==> config.mk <==
export PLATFORM = sky130hd
export DESIGN_NAME = template_tag_tokenizer_flat
export DESIGN_NICKNAME = d
export VERILOG_FILES = /design/src/tt_pkg.sv /design/src/tt_if.sv /design/src/template_tag_tokenizer.sv /design/src/tt_lexer_core.sv /design/src/tt_token_fifo.sv /design/src/flat_wrapper.sv
export SDC_FILE = /design/constraint.sdc
export NUM_CORES = 2
export LEC_CHECK = 0
export BUFFER_PORTS_ARGS = -buffer_cell sky130_fd_sc_hd__buf_4
export CELL_PAD_IN_SITES_DETAIL_PLACEMENT = 1
export CELL_PAD_IN_SITES_GLOBAL_PLACEMENT = 2
export CORE_MARGIN = 2
export CORE_UTILIZATION = 35
export CTS_CLUSTER_SIZE = 10
export DETAILED_ROUTE_END_ITERATION = 8
export PLACE_DENSITY = 0.84
export SYNTH_ARGS = -nofsm -noshare
export SYNTH_HDL_FRONTEND = slang
export SYNTH_SLANG_ARGS = --single-unit
==> constraint.sdc <==
create_clock -name clk -period 27.4 [get_ports clk]
set_input_delay 5.48 -clock clk [delete_from_list [all_inputs] [get_ports clk]]
set_output_delay 5.48 -clock clk [all_outputs]
set_load 0.1 [all_outputs]
==> src/tt_pkg.sv <==
`default_nettype none
package tt_pkg;

	localparam int MAX_SOURCE_BYTES = 1048576;
	localparam int KEYWORD_CHARS    = 6;
	localparam int FIFO_DEPTH       = 4;

	localparam logic [2:0] SUB_BEGIN   = 3'd0;
	localparam logic [2:0] SUB_STRIP   = 3'd1;
	localparam logic [2:0] SUB_TEXT    = 3'd2;
	localparam logic [2:0] SUB_COMMENT = 3'd3;
	localparam logic [2:0] SUB_IDLE    = 3'd4;
	localparam logic [2:0] SUB_STRING  = 3'd5;
	localparam logic [2:0] SUB_NUMBER  = 3'd6;
	localparam logic [2:0] SUB_IDENT   = 3'd7;

	localparam logic [5:0] K_TEXT        = 6'd0;
	localparam logic [5:0] K_EXPR_BEGIN  = 6'd1;
	localparam logic [5:0] K_EXPR_END    = 6'd2;
	localparam logic [5:0] K_BLOCK_BEGIN = 6'd3;
	localparam logic [5:0] K_BLOCK_END   = 6'd4;
	localparam logic [5:0] K_STRING      = 6'd5;
	localparam logic [5:0] K_NUMBER      = 6'd6;
	localparam logic [5:0] K_IDENT       = 6'd7;
	localparam logic [5:0] K_FOR         = 6'd8;
	localparam logic [5:0] K_IN          = 6'd9;
	localparam logic [5:0] K_ENDFOR      = 6'd10;
	localparam logic [5:0] K_IF          = 6'd11;
	localparam logic [5:0] K_ELIF        = 6'd12;
	localparam logic [5:0] K_ELSE        = 6'd13;
	localparam logic [5:0] K_ENDIF       = 6'd14;
	localparam logic [5:0] K_SET         = 6'd15;
	localparam logic [5:0] K_AND         = 6'd16;
	localparam logic [5:0] K_OR          = 6'd17;
	localparam logic [5:0] K_NOT         = 6'd18;
	localparam logic [5:0] K_IS          = 6'd19;
	localparam logic [5:0] K_TRUE        = 6'd20;
	localparam logic [5:0] K_FALSE       = 6'd21;
	localparam logic [5:0] K_NONE        = 6'd22;
	localparam logic [5:0] K_OP_EQ       = 6'd23;
	localparam logic [5:0] K_OP_NE       = 6'd24;
	localparam logic [5:0] K_OP_LE       = 6'd25;
	localparam logic [5:0] K_OP_GE       = 6'd26;
	localparam logic [5:0] K_UNKNOWN     = 6'd46;
	localparam logic [5:0] K_END         = 6'd47;

	typedef struct packed {
		logic        in_tag;
		logic        strip;
		logic        esc;
		logic        quote;
		logic [2:0]  sub;
		logic [1:0]  skip;
		logic [20:0] pos;
		logic [20:0] line;
		logic [20:0] col;
		logic [20:0] tok_off;
		logic [20:0] tok_line;
		logic [20:0] tok_col;
		logic [20:0] lnp;
		logic [47:0] kw;
	} lex_state_t;

	localparam lex_state_t LEX_RESET = '{
		in_tag: 1'b0, strip: 1'b0, esc: 1'b0, quote: 1'b0, sub: SUB_BEGIN, skip: 2'd0,
		pos: 21'd0, line: 21'd1, col: 21'd1, tok_off: 21'd0, tok_line: 21'd0,
		tok_col: 21'd0, lnp: 21'd0, kw: 48'd0
	};

	typedef struct packed {
		logic [5:0]  token_kind;
		logic [19:0] start_offset;
		logic [20:0] token_length;
		logic [20:0] start_line;
		logic [20:0] start_column;
		logic        last_token;
	} token_t;

	typedef struct packed {
		logic   vld;
		token_t tok;
	} opt_tok_t;

	typedef struct packed {
		lex_state_t st;
		logic [1:0] n;
		token_t     t0;
		token_t     t1;
	} step_t;

	typedef struct packed {
		logic [1:0] n;
		token_t     t0;
		token_t     t1;
	} push_t;

	function automatic logic is_space(logic [7:0] c);
		return c == 8'h20 || (c >= 8'd9 && c <= 8'd13);
	endfunction

	function automatic logic is_digit(logic [7:0] c);
		return c >= 8'h30 && c <= 8'h39;
	endfunction

	function automatic logic is_alpha(logic [7:0] c);
		return (c >= 8'h61 && c <= 8'h7A) || (c >= 8'h41 && c <= 8'h5A);
	endfunction

	function automatic token_t make_tok(logic [5:0] k, logic [20:0] off, logic [20:0] len,
		logic [20:0] ln, logic [20:0] cl, logic last);
		token_t t;
		t.token_kind   = k;
		t.start_offset = off[19:0];
		t.token_length = len;
		t.start_line   = ln;
		t.start_column = cl;
		t.last_token   = last;
		return t;
	endfunction

	function automatic lex_state_t eat(lex_state_t s_in, logic [7:0] c);
		lex_state_t s;
		s = s_in;
		s.pos = s.pos + 21'd1;
		if (c == 8'h0A) begin
			if (s.line < 21'(MAX_SOURCE_BYTES)) s.line = s.line + 21'd1;
			s.col = 21'd1;
		end else if (s.col < 21'(MAX_SOURCE_BYTES)) begin
			s.col = s.col + 21'd1;
		end
		return s;
	endfunction

	function automatic logic [5:0] ident_kind(logic [20:0] len, logic [47:0] kw);
		logic [5:0] k;
		k = K_IDENT;
		case (len)
			21'd2: begin
				if (kw == 48'h696E) k = K_IN;
				else if (kw == 48'h6966) k = K_IF;
				else if (kw == 48'h6F72) k = K_OR;
				else if (kw == 48'h6973) k = K_IS;
			end
			21'd3: begin
				if (kw == 48'h666F72) k = K_FOR;
				else if (kw == 48'h736574) k = K_SET;
				else if (kw == 48'h616E64) k = K_AND;
				else if (kw == 48'h6E6F74) k = K_NOT;
			end
			21'd4: begin
				if (kw == 48'h656C6966) k = K_ELIF;
				else if (kw == 48'h656C7365) k = K_ELSE;
				else if (kw == 48'h74727565 || kw == 48'h54727565) k = K_TRUE;
				else if (kw == 48'h6E6F6E65 || kw == 48'h4E6F6E65) k = K_NONE;
				else if (kw == 48'h6E756C6C) k = K_NONE;
			end
			21'd5: begin
				if (kw == 48'h656E646966) k = K_ENDIF;
				else if (kw == 48'h66616C7365 || kw == 48'h46616C7365) k = K_FALSE;
			end
			21'd6: begin
				if (kw == 48'h656E64666F72) k = K_ENDFOR;
			end
			default: k = K_IDENT;
		endcase
		return k;
	endfunction

	function automatic logic [5:0] op_kind(logic [7:0] c);
		logic [5:0] k;
		case (c)
			8'h2E: k = 6'd27;
			8'h2C: k = 6'd28;
			8'h3A: k = 6'd29;
			8'h7C: k = 6'd30;
			8'h7E: k = 6'd31;
			8'h2B: k = 6'd32;
			8'h2D: k = 6'd33;
			8'h2A: k = 6'd34;
			8'h2F: k = 6'd35;
			8'h25: k = 6'd36;
			8'h3C: k = 6'd37;
			8'h3E: k = 6'd38;
			8'h3D: k = 6'd39;
			8'h28: k = 6'd40;
			8'h29: k = 6'd41;
			8'h5B: k = 6'd42;
			8'h5D: k = 6'd43;
			8'h7B: k = 6'd44;
			8'h7D: k = 6'd45;
			default: k = K_UNKNOWN;
		endcase
		return k;
	endfunction

	function automatic opt_tok_t pending_tok(lex_state_t s);
		opt_tok_t o;
		logic [20:0] len;
		len = s.pos - s.tok_off;
		o.vld = 1'b0;
		o.tok = make_tok(K_TEXT, s.tok_off, len, s.tok_line, s.tok_col, 1'b0);
		case (s.sub)
			SUB_TEXT: o.vld = (len != 21'd0);
			SUB_STRING: begin
				o.vld = 1'b1;
				o.tok.token_kind = K_STRING;
			end
			SUB_NUMBER: begin
				o.vld = 1'b1;
				o.tok.token_kind = K_NUMBER;
			end
			SUB_IDENT: begin
				o.vld = 1'b1;
				o.tok.token_kind = (len > 21'(KEYWORD_CHARS)) ? K_IDENT : ident_kind(len, s.kw);
			end
			default: o.vld = 1'b0;
		endcase
		return o;
	endfunction

	function automatic step_t lex_process(lex_state_t s_in, logic [7:0] c0, logic v1,
		logic [7:0] c1, logic v2, logic [7:0] c2);
		lex_state_t s;
		step_t      r;
		token_t     tk;
		opt_tok_t   pt;
		logic [1:0] n;
		logic       done;
		logic       trim;
		logic       close3;
		logic [5:0] k;
		logic [20:0] len;
		s = s_in;
		n = 2'd0;
		done = 1'b0;
		r.t0 = '0;
		r.t1 = '0;
		if (s.skip != 2'd0) begin
			s.skip = s.skip - 2'd1;
			s = eat(s, c0);
			done = 1'b1;
		end
		if (!done && s.sub == SUB_BEGIN) begin
			s.tok_off  = s.pos;
			s.tok_line = s.line;
			s.tok_col  = s.col;
			s.sub      = s.strip ? SUB_STRIP : SUB_TEXT;
			s.lnp      = s.pos;
		end
		if (!done && s.sub == SUB_STRIP) begin
			if (is_space(c0)) begin
				s = eat(s, c0);
				done = 1'b1;
			end else begin
				s.strip   = 1'b0;
				s.tok_off = s.pos;
				s.lnp     = s.pos;
				s.sub     = SUB_TEXT;
			end
		end
		if (!done && s.sub == SUB_NUMBER) begin
			if (is_digit(c0) || c0 == 8'h2E) begin
				s = eat(s, c0);
				done = 1'b1;
			end else begin
				pt = pending_tok(s);
				r.t0 = pt.tok;
				n = 2'd1;
				s.sub = SUB_IDLE;
			end
		end
		if (!done && s.sub == SUB_IDENT) begin
			if (is_alpha(c0) || is_digit(c0) || c0 == 8'h5F) begin
				if (s.pos - s.tok_off < 21'(KEYWORD_CHARS)) s.kw = {s.kw[39:0], c0};
				s = eat(s, c0);
				done = 1'b1;
			end else begin
				pt = pending_tok(s);
				r.t0 = pt.tok;
				n = 2'd1;
				s.sub = SUB_IDLE;
			end
		end
		if (!done && s.sub == SUB_TEXT) begin
			if (c0 == 8'h7B && v1 && (c1 == 8'h7B || c1 == 8'h25 || c1 == 8'h23)) begin
				trim = v2 && c2 == 8'h2D;
				len = (trim ? s.lnp : s.pos) - s.tok_off;
				if (len != 21'd0) begin
					r.t0 = make_tok(K_TEXT, s.tok_off, len, s.tok_line, s.tok_col, 1'b0);
					n = 2'd1;
				end
				s.skip = trim ? 2'd2 : 2'd1;
				if (c1 == 8'h23) begin
					s.sub = SUB_COMMENT;
				end else begin
					tk = make_tok((c1 == 8'h7B) ? K_EXPR_BEGIN : K_BLOCK_BEGIN, s.pos,
						trim ? 21'd3 : 21'd2, s.line, s.col, 1'b0);
					if (n == 2'd0) r.t0 = tk;
					else r.t1 = tk;
					n = n + 2'd1;
					s.in_tag = 1'b1;
					s.sub = SUB_IDLE;
				end
			end else if (!is_space(c0)) begin
				s.lnp = s.pos + 21'd1;
			end
			s = eat(s, c0);
			done = 1'b1;
		end
		if (!done && s.sub == SUB_COMMENT) begin
			if (c0 == 8'h2D && v1 && c1 == 8'h23 && v2 && c2 == 8'h7D) begin
				s.skip = 2'd2;
				s.strip = 1'b1;
				s.sub = SUB_BEGIN;
			end else if (c0 == 8'h23 && v1 && c1 == 8'h7D) begin
				s.skip = 2'd1;
				s.strip = 1'b0;
				s.sub = SUB_BEGIN;
			end
			s = eat(s, c0);
			done = 1'b1;
		end
		if (!done && s.sub == SUB_IDLE) begin
			if (!is_space(c0)) begin
				close3 = c0 == 8'h2D && v1 && v2 && c2 == 8'h7D;
				tk = make_tok(K_UNKNOWN, s.pos, 21'd1, s.line, s.col, 1'b0);
				if (close3 && (c1 == 8'h7D || c1 == 8'h25)) begin
					tk.token_kind = (c1 == 8'h7D) ? K_EXPR_END : K_BLOCK_END;
					tk.token_length = 21'd3;
					s.skip = 2'd2;
					s.in_tag = 1'b0;
					s.strip = 1'b1;
					s.sub = SUB_BEGIN;
				end else if ((c0 == 8'h7D || c0 == 8'h25) && v1 && c1 == 8'h7D) begin
					tk.token_kind = (c0 == 8'h7D) ? K_EXPR_END : K_BLOCK_END;
					tk.token_length = 21'd2;
					s.skip = 2'd1;
					s.in_tag = 1'b0;
					s.strip = 1'b0;
					s.sub = SUB_BEGIN;
				end else if (c0 == 8'h22 || c0 == 8'h27) begin
					s.tok_off = s.pos + 21'd1;
					s.tok_line = s.line;
					s.tok_col = s.col;
					s.sub = SUB_STRING;
					s.quote = (c0 == 8'h27);
					s.esc = 1'b0;
					tk.token_kind = K_END;
				end else if (is_digit(c0)) begin
					s.tok_off = s.pos;
					s.tok_line = s.line;
					s.tok_col = s.col;
					s.sub = SUB_NUMBER;
					tk.token_kind = K_END;
				end else if (is_alpha(c0) || c0 == 8'h5F) begin
					s.tok_off = s.pos;
					s.tok_line = s.line;
					s.tok_col = s.col;
					s.sub = SUB_IDENT;
					s.kw = {40'd0, c0};
					tk.token_kind = K_END;
				end else begin
					k = K_UNKNOWN;
					if (v1 && c1 == 8'h3D) begin
						if (c0 == 8'h3D) k = K_OP_EQ;
						else if (c0 == 8'h21) k = K_OP_NE;
						else if (c0 == 8'h3C) k = K_OP_LE;
						else if (c0 == 8'h3E) k = K_OP_GE;
					end
					if (k != K_UNKNOWN) begin
						tk.token_kind = k;
						tk.token_length = 21'd2;
						s.skip = 2'd1;
					end else begin
						tk.token_kind = op_kind(c0);
					end
				end
				if (tk.token_kind != K_END) begin
					if (n == 2'd0) r.t0 = tk;
					else r.t1 = tk;
					n = n + 2'd1;
				end
			end
			s = eat(s, c0);
			done = 1'b1;
		end
		if (!done && s.sub == SUB_STRING) begin
			if (s.esc) begin
				s.esc = 1'b0;
			end else if (c0 == 8'h5C) begin
				s.esc = 1'b1;
			end else if (c0 == (s.quote ? 8'h27 : 8'h22)) begin
				pt = pending_tok(s);
				r.t0 = pt.tok;
				n = 2'd1;
				s.sub = SUB_IDLE;
			end
			s = eat(s, c0);
		end
		r.st = s;
		r.n = n;
		return r;
	endfunction

endpackage
`default_nettype wire

==> src/tt_if.sv <==
`default_nettype none
interface tt_src_if;
	logic       valid;
	logic       ready;
	logic       kind;
	logic [7:0] char_value;
	modport source (output valid, kind, char_value, input ready);
	modport sink (input valid, kind, char_value, output ready);
endinterface

interface tt_tok_if;
	logic        valid;
	logic        ready;
	logic [5:0]  token_kind;
	logic [19:0] start_offset;
	logic [20:0] token_length;
	logic [20:0] start_line;
	logic [20:0] start_column;
	logic        last_token;
	modport source (output valid, token_kind, start_offset, token_length, start_line,
		start_column, last_token, input ready);
	modport sink (input valid, token_kind, start_offset, token_length, start_line,
		start_column, last_token, output ready);
endinterface
`default_nettype wire

==> src/template_tag_tokenizer.sv <==
// a token enters the queue at the transfer of the second byte past the byte that
// decides it, and is offered in the next cycle at the earliest, from the queue head
// throughput: one source byte per cycle while the token queue has room and no flush runs;
// up to two tokens stored per cycle, one sent; end of source: input held off while the
// window drains and the end token is queued after the end marker transfer
// reset: asynchronous, active low; clears mode, window, counters and token queue
`default_nettype none
module template_tag_tokenizer (
	input wire logic clk,
	input wire logic arst_n,
	tt_src_if.sink   src,
	tt_tok_if.source tok
);
	import tt_pkg::*;

	push_t      push;
	logic [2:0] count;
	logic       room;

	assign room = count <= 3'd2;

	tt_lexer_core u_core (
		.clk    (clk),
		.arst_n (arst_n),
		.room   (room),
		.src    (src),
		.push   (push)
	);

	tt_token_fifo u_fifo (
		.clk    (clk),
		.arst_n (arst_n),
		.push   (push),
		.count  (count),
		.tok    (tok)
	);

`ifndef SYNTHESIS
	a_no_overflow: assert property (@(posedge clk) disable iff (!arst_n)
		count <= 3'd4) else $error("token queue overflow");
	a_end_blocks: assert property (@(posedge clk) disable iff (!arst_n)
		(src.valid && src.ready && src.kind) |=> !src.ready) else $error("input taken in flush");
	a_last_is_end: assert property (@(posedge clk) disable iff (!arst_n)
		(tok.valid && tok.last_token) |-> tok.token_kind == K_END) else $error("bad last token");
`endif

endmodule
`default_nettype wire

==> src/tt_lexer_core.sv <==
`default_nettype none
module tt_lexer_core (
	input  wire logic          clk,
	input  wire logic          arst_n,
	input  wire logic          room,
	tt_src_if.sink             src,
	output tt_pkg::push_t      push
);
	import tt_pkg::*;

	lex_state_t state_q;
	logic [7:0] w0_q, w1_q;
	logic [1:0] wc_q;
	logic       flush_q;
	logic [2:0] ecnt_q;

	logic       xfer, byte_x, end_x, over;
	logic [7:0] pc0, pc1, pc2;
	logic       pv1, pv2;
	step_t      r;
	opt_tok_t   ep;
	token_t     etok;
	push_t      raw;
	logic [1:0] allow;

	assign src.ready = !flush_q && room;
	assign xfer   = src.valid && src.ready;
	assign byte_x = xfer && !src.kind;
	assign end_x  = xfer && src.kind;
	assign over   = ({1'b0, state_q.pos} + {20'd0, wc_q}) >= 22'(MAX_SOURCE_BYTES);

	always_comb begin
		pc0 = w0_q;
		pv1 = 1'b1;
		pc1 = w1_q;
		pv2 = 1'b1;
		pc2 = src.char_value;
		if (flush_q) begin
			pv2 = 1'b0;
			pc2 = 8'd0;
			if (wc_q != 2'd2) begin
				pv1 = 1'b0;
				pc1 = 8'd0;
			end
		end
	end

	assign r  = lex_process(state_q, pc0, pv1, pc1, pv2, pc2);
	assign ep = pending_tok(state_q);
	assign etok = make_tok(K_END, state_q.pos, 21'd0, state_q.line, state_q.col, 1'b1);

	always_comb begin
		raw = '0;
		if (flush_q && room) begin
			if (wc_q != 2'd0) begin
				raw.n = r.n;
				raw.t0 = r.t0;
				raw.t1 = r.t1;
			end else if (ep.vld) begin
				raw.n = 2'd2;
				raw.t0 = ep.tok;
				raw.t1 = etok;
			end else begin
				raw.n = 2'd1;
				raw.t0 = etok;
			end
		end else if (byte_x && !over && wc_q == 2'd2) begin
			raw.n = r.n;
			raw.t0 = r.t0;
			raw.t1 = r.t1;
		end
		allow = raw.n;
		if (flush_q) begin
			if (ecnt_q >= 3'd4) allow = 2'd0;
			else if (ecnt_q == 3'd3 && raw.n != 2'd0) allow = 2'd1;
		end
		push = raw;
		push.n = allow;
	end

	always_ff @(posedge clk or negedge arst_n) begin
		if (!arst_n) begin
			state_q <= LEX_RESET;
			wc_q    <= 2'd0;
			flush_q <= 1'b0;
			ecnt_q  <= 3'd0;
		end else if (flush_q) begin
			if (room) begin
				ecnt_q <= ecnt_q + {1'b0, allow};
				if (wc_q == 2'd0) begin
					state_q <= LEX_RESET;
					flush_q <= 1'b0;
				end else begin
					state_q <= r.st;
					wc_q <= wc_q - 2'd1;
				end
			end
		end else if (end_x) begin
			flush_q <= 1'b1;
			ecnt_q  <= 3'd0;
		end else if (byte_x && !over) begin
			if (wc_q == 2'd2) state_q <= r.st;
			else wc_q <= wc_q + 2'd1;
		end
	end

	always_ff @(posedge clk) begin
		if (flush_q) begin
			if (room && wc_q == 2'd2) w0_q <= w1_q;
		end else if (byte_x && !over) begin
			case (wc_q)
				2'd0: w0_q <= src.char_value;
				2'd1: w1_q <= src.char_value;
				default: begin
					w0_q <= w1_q;
					w1_q <= src.char_value;
				end
			endcase
		end
	end

endmodule
`default_nettype wire

==> src/tt_token_fifo.sv <==
`default_nettype none
module tt_token_fifo (
	input  wire logic          clk,
	input  wire logic          arst_n,
	input  wire tt_pkg::push_t push,
	output logic [2:0]         count,
	tt_tok_if.source           tok
);
	import tt_pkg::*;

	token_t     mem_q [FIFO_DEPTH];
	logic [1:0] wp_q, rp_q;
	logic [2:0] cnt_q;
	logic       pop;
	token_t     head;

	assign head = mem_q[rp_q];
	assign pop  = tok.valid && tok.ready;
	assign count = cnt_q;

	assign tok.valid        = cnt_q != 3'd0;
	assign tok.token_kind   = head.token_kind;
	assign tok.start_offset = head.start_offset;
	assign tok.token_length = head.token_length;
	assign tok.start_line   = head.start_line;
	assign tok.start_column = head.start_column;
	assign tok.last_token   = head.last_token;

	always_ff @(posedge clk or negedge arst_n) begin
		if (!arst_n) begin
			wp_q  <= 2'd0;
			rp_q  <= 2'd0;
			cnt_q <= 3'd0;
		end else begin
			wp_q  <= wp_q + push.n;
			rp_q  <= rp_q + {1'b0, pop};
			cnt_q <= cnt_q + {1'b0, push.n} - {2'd0, pop};
		end
	end

	always_ff @(posedge clk) begin
		if (push.n != 2'd0) mem_q[wp_q] <= push.t0;
		if (push.n == 2'd2) mem_q[wp_q + 2'd1] <= push.t1;
	end

endmodule
`default_nettype wire
==> src/flat_wrapper.sv <==
// flat-port wrapper written by rule: the top's interface ports become plain ports
module template_tag_tokenizer_flat import tt_pkg::*;
  (clk, arst_n, src_valid, src_kind, src_char_value, src_ready, tok_valid, tok_token_kind, tok_start_offset, tok_token_length, tok_start_line, tok_start_column, tok_last_token, tok_ready);
  tt_src_if src_i ();
  tt_tok_if tok_i ();
  input wire logic clk;
  input wire logic arst_n;
  input wire logic [$bits(src_i.valid)-1:0] src_valid;
  input wire logic [$bits(src_i.kind)-1:0] src_kind;
  input wire logic [$bits(src_i.char_value)-1:0] src_char_value;
  output wire logic [$bits(src_i.ready)-1:0] src_ready;
  output wire logic [$bits(tok_i.valid)-1:0] tok_valid;
  output wire logic [$bits(tok_i.token_kind)-1:0] tok_token_kind;
  output wire logic [$bits(tok_i.start_offset)-1:0] tok_start_offset;
  output wire logic [$bits(tok_i.token_length)-1:0] tok_token_length;
  output wire logic [$bits(tok_i.start_line)-1:0] tok_start_line;
  output wire logic [$bits(tok_i.start_column)-1:0] tok_start_column;
  output wire logic [$bits(tok_i.last_token)-1:0] tok_last_token;
  input wire logic [$bits(tok_i.ready)-1:0] tok_ready;
  assign src_i.valid = src_valid;
  assign src_i.kind = src_kind;
  assign src_i.char_value = src_char_value;
  assign src_ready = src_i.ready;
  assign tok_valid = tok_i.valid;
  assign tok_token_kind = tok_i.token_kind;
  assign tok_start_offset = tok_i.start_offset;
  assign tok_token_length = tok_i.token_length;
  assign tok_start_line = tok_i.start_line;
  assign tok_start_column = tok_i.start_column;
  assign tok_last_token = tok_i.last_token;
  assign tok_i.ready = tok_ready;
  template_tag_tokenizer u_core (.clk(clk), .arst_n(arst_n), .src(src_i), .tok(tok_i));
endmodule
-- Word-level counts from Yosys, hierarchy flattened
Memory sizes are Yosys's and may differ from the RTL's.
Cells that the tools add are included.
- bits of input ports: 13
- memories kept: 1
- flip-flop bits (word level): 233
- memory bits (writable): 360
- memories (memory ; words ; width ; rd ports ; clocked after Yosys merged registers in ; write ports ; RTL line ; text):
    u_core.u_fifo.mem_q ; 4 ; 90 ; 1 ; 0 ; 2 ; tt_token_fifo.sv:11 ; token_t mem_q [FIFO_DEPTH];
- reduce and logical (&&, ||, !) cells: 90
- mux-type cells: 293
- $lt $le $gt $ge: 32
- bitwise operators: 2
- equality and inequality tests: 161
- add/subtract/negate cells: 41
- operator list (cell ; count):
    204-bit 2-to-1 mux ; 8
    48-bit by 31-bit equality test with 1-bit output (second input constant) ; 28
    90-bit 2-to-1 mux ; 13
    180-bit 2-to-1 mux ; 6
    21-bit 2-to-1 mux ; 37
    48-bit by 15-bit equality test with 1-bit output (second input constant) ; 16
    48-bit by 23-bit equality test with 1-bit output (second input constant) ; 16
    48-bit by 39-bit equality test with 1-bit output (second input constant) ; 12
    182-bit 2-to-1 mux ; 3
    21-bit by 1-bit adder with 21-bit output (second input constant) ; 24
    63-bit 2-to-1 mux ; 7
    203-bit 2-to-1 mux ; 2
    200-bit 2-to-1 mux ; 2
    195-bit 2-to-1 mux ; 2
    21-bit less-than comparator (second input constant) ; 16
    48-bit 2-to-1 mux ; 7
    5-bit 2-to-1 mux ; 65
    21-bit by 3-bit equality test with 1-bit output (second input constant) ; 12
    202-bit 2-to-1 mux ; 1
    197-bit 2-to-1 mux ; 1
    48-bit by 47-bit equality test with 1-bit output (second input constant) ; 4
    8-bit by 6-bit equality test with 1-bit output (second input constant) ; 22
    21-bit by 2-bit equality test with 1-bit output (second input constant) ; 8
    6-bit 2-to-1 mux ; 24
    58 further kinds ; 283

-- Longest topological paths before layout
- depth in word-level cells: 62
- gate-level depth with buffers: 49
- gate-level depth less buffers: 48

-- By module
A second synthesis with hierarchy kept.
- cells, all modules: 6172
- area total of the unflattened synthesis: 54198.2 µm²
- by module, submodules not included (module ; instances ; cells each ; area each (µm²)):
    tt_lexer_core ; 1 ; 5259 ; 36379.9
    tt_token_fifo ; 1 ; 912 ; 17809.6
    template_tag_tokenizer ; 1 ; 1 ; 8.8

-- Worst setup path after synthesis
Ideal clock, no wire load.
- path kind: input port to flip-flop
- start point: in src_char_value[7]
- end point: mem u_core.u_fifo.mem_q[1][0] (netlist name), enable pin
- setup slack: 12.169 ns
- path buffers: 6
- setup time: 0.431 ns
- stages on the path: 35
- data arrival time: 14.800 ns
- cells stage by stage: nand4b_1 -> or4b_2 -> or3_1 -> clkbuf_1 -> clkbuf_1 -> clkbuf_1 -> a21oi_1 -> ha_1 -> inv_1 -> fa_1 -> a21o_1 -> a21oi_1 -> o21ai_0 -> a21oi_1 -> o21bai_1 -> a21oi_1 -> o21ai_0 -> o211ai_1 -> a21oi_1 -> o21a_1 -> nor2_1 -> xnor2_1 -> or4_1 -> or3_1 -> ha_1 -> a21oi_1 -> ha_1 -> a221oi_1 -> a2111oi_0 -> o21ai_1 -> or3_1 -> clkbuf_1 -> clkbuf_1 -> buf_1 -> nand2_1
- RTL lines (what ; RTL line ; text):
    from (decl) ; flat_wrapper.sv:10 ; input wire logic [$bits(src_i.char_value)-1:0] src_char_value;
    to (decl) ; tt_token_fifo.sv:11 ;

==> flow_metrics.env <==
export IMPL_status="completed"
export IMPL_grt_start_max_net_pins=123
export IMPL_critPathMaxStageDelay_ps=920
export IMPL_floorplan_die_height_um=392
export IMPL_synthArstFlopShare=0.365
export IMPL_share_of_the_clock_period_used_by_the_worst_path=0.611
export IMPL_path_class="input port to flop"
export IMPL_setup_slack_ps=10650
export IMPL_drtAntennaViolNets=0
export IMPL_fin_worst_skew_ps=69.3
export IMPL_synth_largest_area_cell="edfxtp_1"
export IMPL_worstMarginPinSlew_ps=1300
export IMPL_via_count_of_the_first_global_routing_pass=54438
export IMPL_synthDominantCellAreaShare=0.171
export IMPL_data_required_time_of_the_critical_path_ps=27950
export IMPL_power_report_internal_total_uw=2330
export IMPL_initialDrtViolationCount=7648
export IMPL_max_cap_violations=0
export IMPL_clkTransAtPathRegs_ps=50
export IMPL_synth_ff_latch_count=592
export IMPL_drt_pre_antenna_iters=7
export IMPL_route_vias_total=56429
export IMPL_vdd_ir_drop_worst_v=0.0000750
export IMPL_clk_root_buffer_cell="clkbuf_16"
export IMPL_die_width_um=392
export IMPL_endpoint_kind="flop"
export IMPL_design_core_area_um2=150000
export IMPL_hold_buffers=0
export IMPL_synthesis_yosys_warnings=0
export IMPL_grt_util_all_layers=0.328
export IMPL_grt_setup_unrepaired="false"
export IMPL_setup_violations_final=0
export IMPL_yosys_top_cells_count="606 x nand2_1, 524 x nor2_1, 494 x o21ai_0, 389 x clkbuf_1"
export IMPL_final_layout_size_suffix_gt1_frac=0.102
export IMPL_synth_net_count=6546
export IMPL_grt_antenna_before_repair=6
export IMPL_grt_pass1_wl_mm=378
export IMPL_sw_pwr_uw=2480
export IMPL_cts_resized_gates=0
export IMPL_cellLeakagePower_uw=0.0199
export IMPL_port_buffer_count=104
export IMPL_routed_wl_met2_mm=112
export IMPL_switching_share=0.516
export IMPL_area_of_the_mapped_netlist_um2=52700
export IMPL_clock_sinks=592
export IMPL_synth_edf_count=300
export IMPL_timing_final_max_slew_violations=0
export IMPL_final_util=0.389
export IMPL_timing_critical_path_slowest_stage_cell="and2_1"
export IMPL_cp_startpoint="src_char_value[7]"
export IMPL_hold_start="u_core.u_core.state_q[52]"
export IMPL_seq_area_frac_synth=0.302
export IMPL_route_met3_wl_mm=28.5
export IMPL_place_hpwl_mm=194
export IMPL_post_cts_repair_setup_buffers=0
export IMPL_worst_endpoint_arrival_ps=17290
export IMPL_clock_buffers_created_by_tritoncts=76
export IMPL_worst_path_dominant_cell_family="compound AO/OA/AOI/OAI gates"
export IMPL_clock_tree_from_tritoncts="done"
export IMPL_die_area_um2=154000
export IMPL_layout_filler_cells=17746
export IMPL_min_path_type="flop to flop"
export IMPL_cp_buffers_inverters=2
export IMPL_post_place_worst_slack_ps=10600
export IMPL_synth_ff_type="edfxtp_1"
export IMPL_p_clk_frac=0.215
export IMPL_global_route_overflow_total=0
export IMPL_floorplan_io_pins=105
export IMPL_start_util=0.352
export IMPL_power_density_nw_per_um2=82.5
export IMPL_crit_fanout=50
export IMPL_fin_setup_tns_ps=0
export IMPL_seq_power_share=0.235
export IMPL_synth_area_leaders="edfxtp_1 17%, dfrtp_1 10%, xnor2_1 5.4%, o21ai_0 4.7%, o22ai_1 4.4%"
export IMPL_post_synth_top_count_cell="nand2_1"
export IMPL_place_congestion=0.992
export IMPL_finalWirelength_mm=261
export IMPL_synth_avg_cell_area_um2=8.25
export IMPL_cts_buffer_depth=3
export IMPL_cp_start_kind="input port"
export IMPL_p_comb_frac=0.550
export IMPL_drcViolationCount=0
export IMPL_finalNetCount=6441
export IMPL_placementRows=142
export IMPL_critical_path_top_cell_by_count="o21ai_0"
export IMPL_ctsHtreeMaxLevel=3
export IMPL_max_freq_ghz=0.0597
export IMPL_syn_inst=6389
export IMPL_post_drt_via_cell_ratio=6.74
export IMPL_final_period_minus_worst_setup_slack_ps=16750
export IMPL_insertion_delay_ps=730
export IMPL_hold_viol=0
export IMPL_slew_limit_headroom=0.126
export IMPL_routedLengthMet1_mm=110
export IMPL_layout_area_overhead_vs_synth_pct=10.5
export IMPL_wire_per_inst_um=31.2
export IMPL_launching_point_of_the_worst_reg2reg_path="u_core.u_core.state_q[198]"
export IMPL_top_layer="met5"
export IMPL_netlist_cell_type_count=124
==> tightest hold or removal path: cells and delay by family (launching register included) <==
family | cells | cell delay (ps)
compound gates | 1 | 60
flops | 1 | 330
simple gates | 1 | 50
==> registers in the layout, indices dropped and copies added, names as in the netlist <==
| signal | flops |
|---|---|
| u_core.u_core.pc0 | 8 |
| u_core.u_core.wc_q | 2 |
| u_core.u_fifo.wp_q | 2 |
| u_core.u_fifo.rp_q | 2 |
| u_core.u_core.ep | 62 |
| u_core.u_fifo.mem_q | 360 |
| u_core.u_fifo.count | 3 |
| u_core.u_core.etok | 62 |
| u_core.u_core.state_q | 79 |
| u_core.u_core.ecnt_q | 3 |
| u_core.u_core.w1_q | 8 |
| u_core.u_core.flush_q | 1 |
==> cell families (layout without fill, tap and decap cells) <==
group,count (synthesis),after routing,synth area share
AOI/OAI and AO/OA,2075,2075,0.257
xor gates and xnor gates,471,471,0.0793
adders and majority gates,144,144,0.0353
buffers and inverters,602,558,0.0433
DFF,592,592,0.302
muxes,214,214,0.0634
other,0,6,0
and+or+nand+nor,2291,2291,0.219
==> power by group through the flow <==
| stage | Combinational (uW) | Sequential, uW | Clock [uW] |
|---|---|---|---|
| 3_5_place_dp | 2560 | 1140 | 0 |
| 3_3_place_gp | 2530 | 1140 | 0 |
| 2_1_floorplan | 1810 | 1040 | 0 |
| 5_1_grt | 2770 | 1140 | 1070 |
| 4_1_cts | 2570 | 1120 | 1040 |
| 6_report | 2640 | 1130 | 1030 |
==> cell type report <==
class                   count  area, um2  share of cell area
inverters                 159        597              0.0102
clock inverters            26        413             0.00709
clock buffers             113       2060              0.0354
diodes                      6       15.0            0.000258
well taps                2016       2520              0.0433
flip-flops and latches    592      15900               0.274
multi-input cells        5195      34700               0.596
repair buffers            260       1970              0.0338
==> through the flow <==
stage	std cells	total power (uW)	cell area (um2)	hold WS, ps
2_1_floorplan	6389	2860	52700	438
3_3_place_gp	8222	3670	55800	446
3_5_place_dp	8222	3700	55800	464
4_1_cts	8361	4730	58300	478
5_1_grt	8361	4970	58300	498
6_report	8367	4800	58300	477
==> final timing paths <==
check,slack (ps),depth (start not counted),end
setup / recovery,10650,34,u_core.u_fifo.mem_q[2][62]
hold / removal,480,2,u_core.u_core.state_q[52]
setup reg to reg,12880,34,u_core.u_fifo.mem_q[1][8]
hold reg to reg,480,2,u_core.u_core.state_q[52]
max in group asynchronous,20750,3,u_core.u_fifo.rp_q[1]
min in group asynchronous,4710,1,u_core.u_core.ep[73]
==> layout by cell type, fill, tap and decap left out, drive strengths merged, types with 66 or more instances in the layout <==
cell type and n:
xnor2 323, nand4 125, clkbuf 113, mux2i 82
inv 163, or3 66, and3 75, nor3 173
edfxtp 300, a22o 98, nor2 526, dfrtp 214
o21ai 511, a21oi 372, a22oi 97, buf 260
ha 136, nor4 117, xor2 145, o22ai 369
nand3 244, mux4 90, nand2 607, dfxtp 76
==> layer usage <==
metal	global-route usage	vias to the layer above
met1	0.459	28484
met5	0	-
met2	0.497	3207
met3	0.0675	518
li1	-	24212
met4	0.118	8
Note: power is estimated with default switching activity, not from simulation.
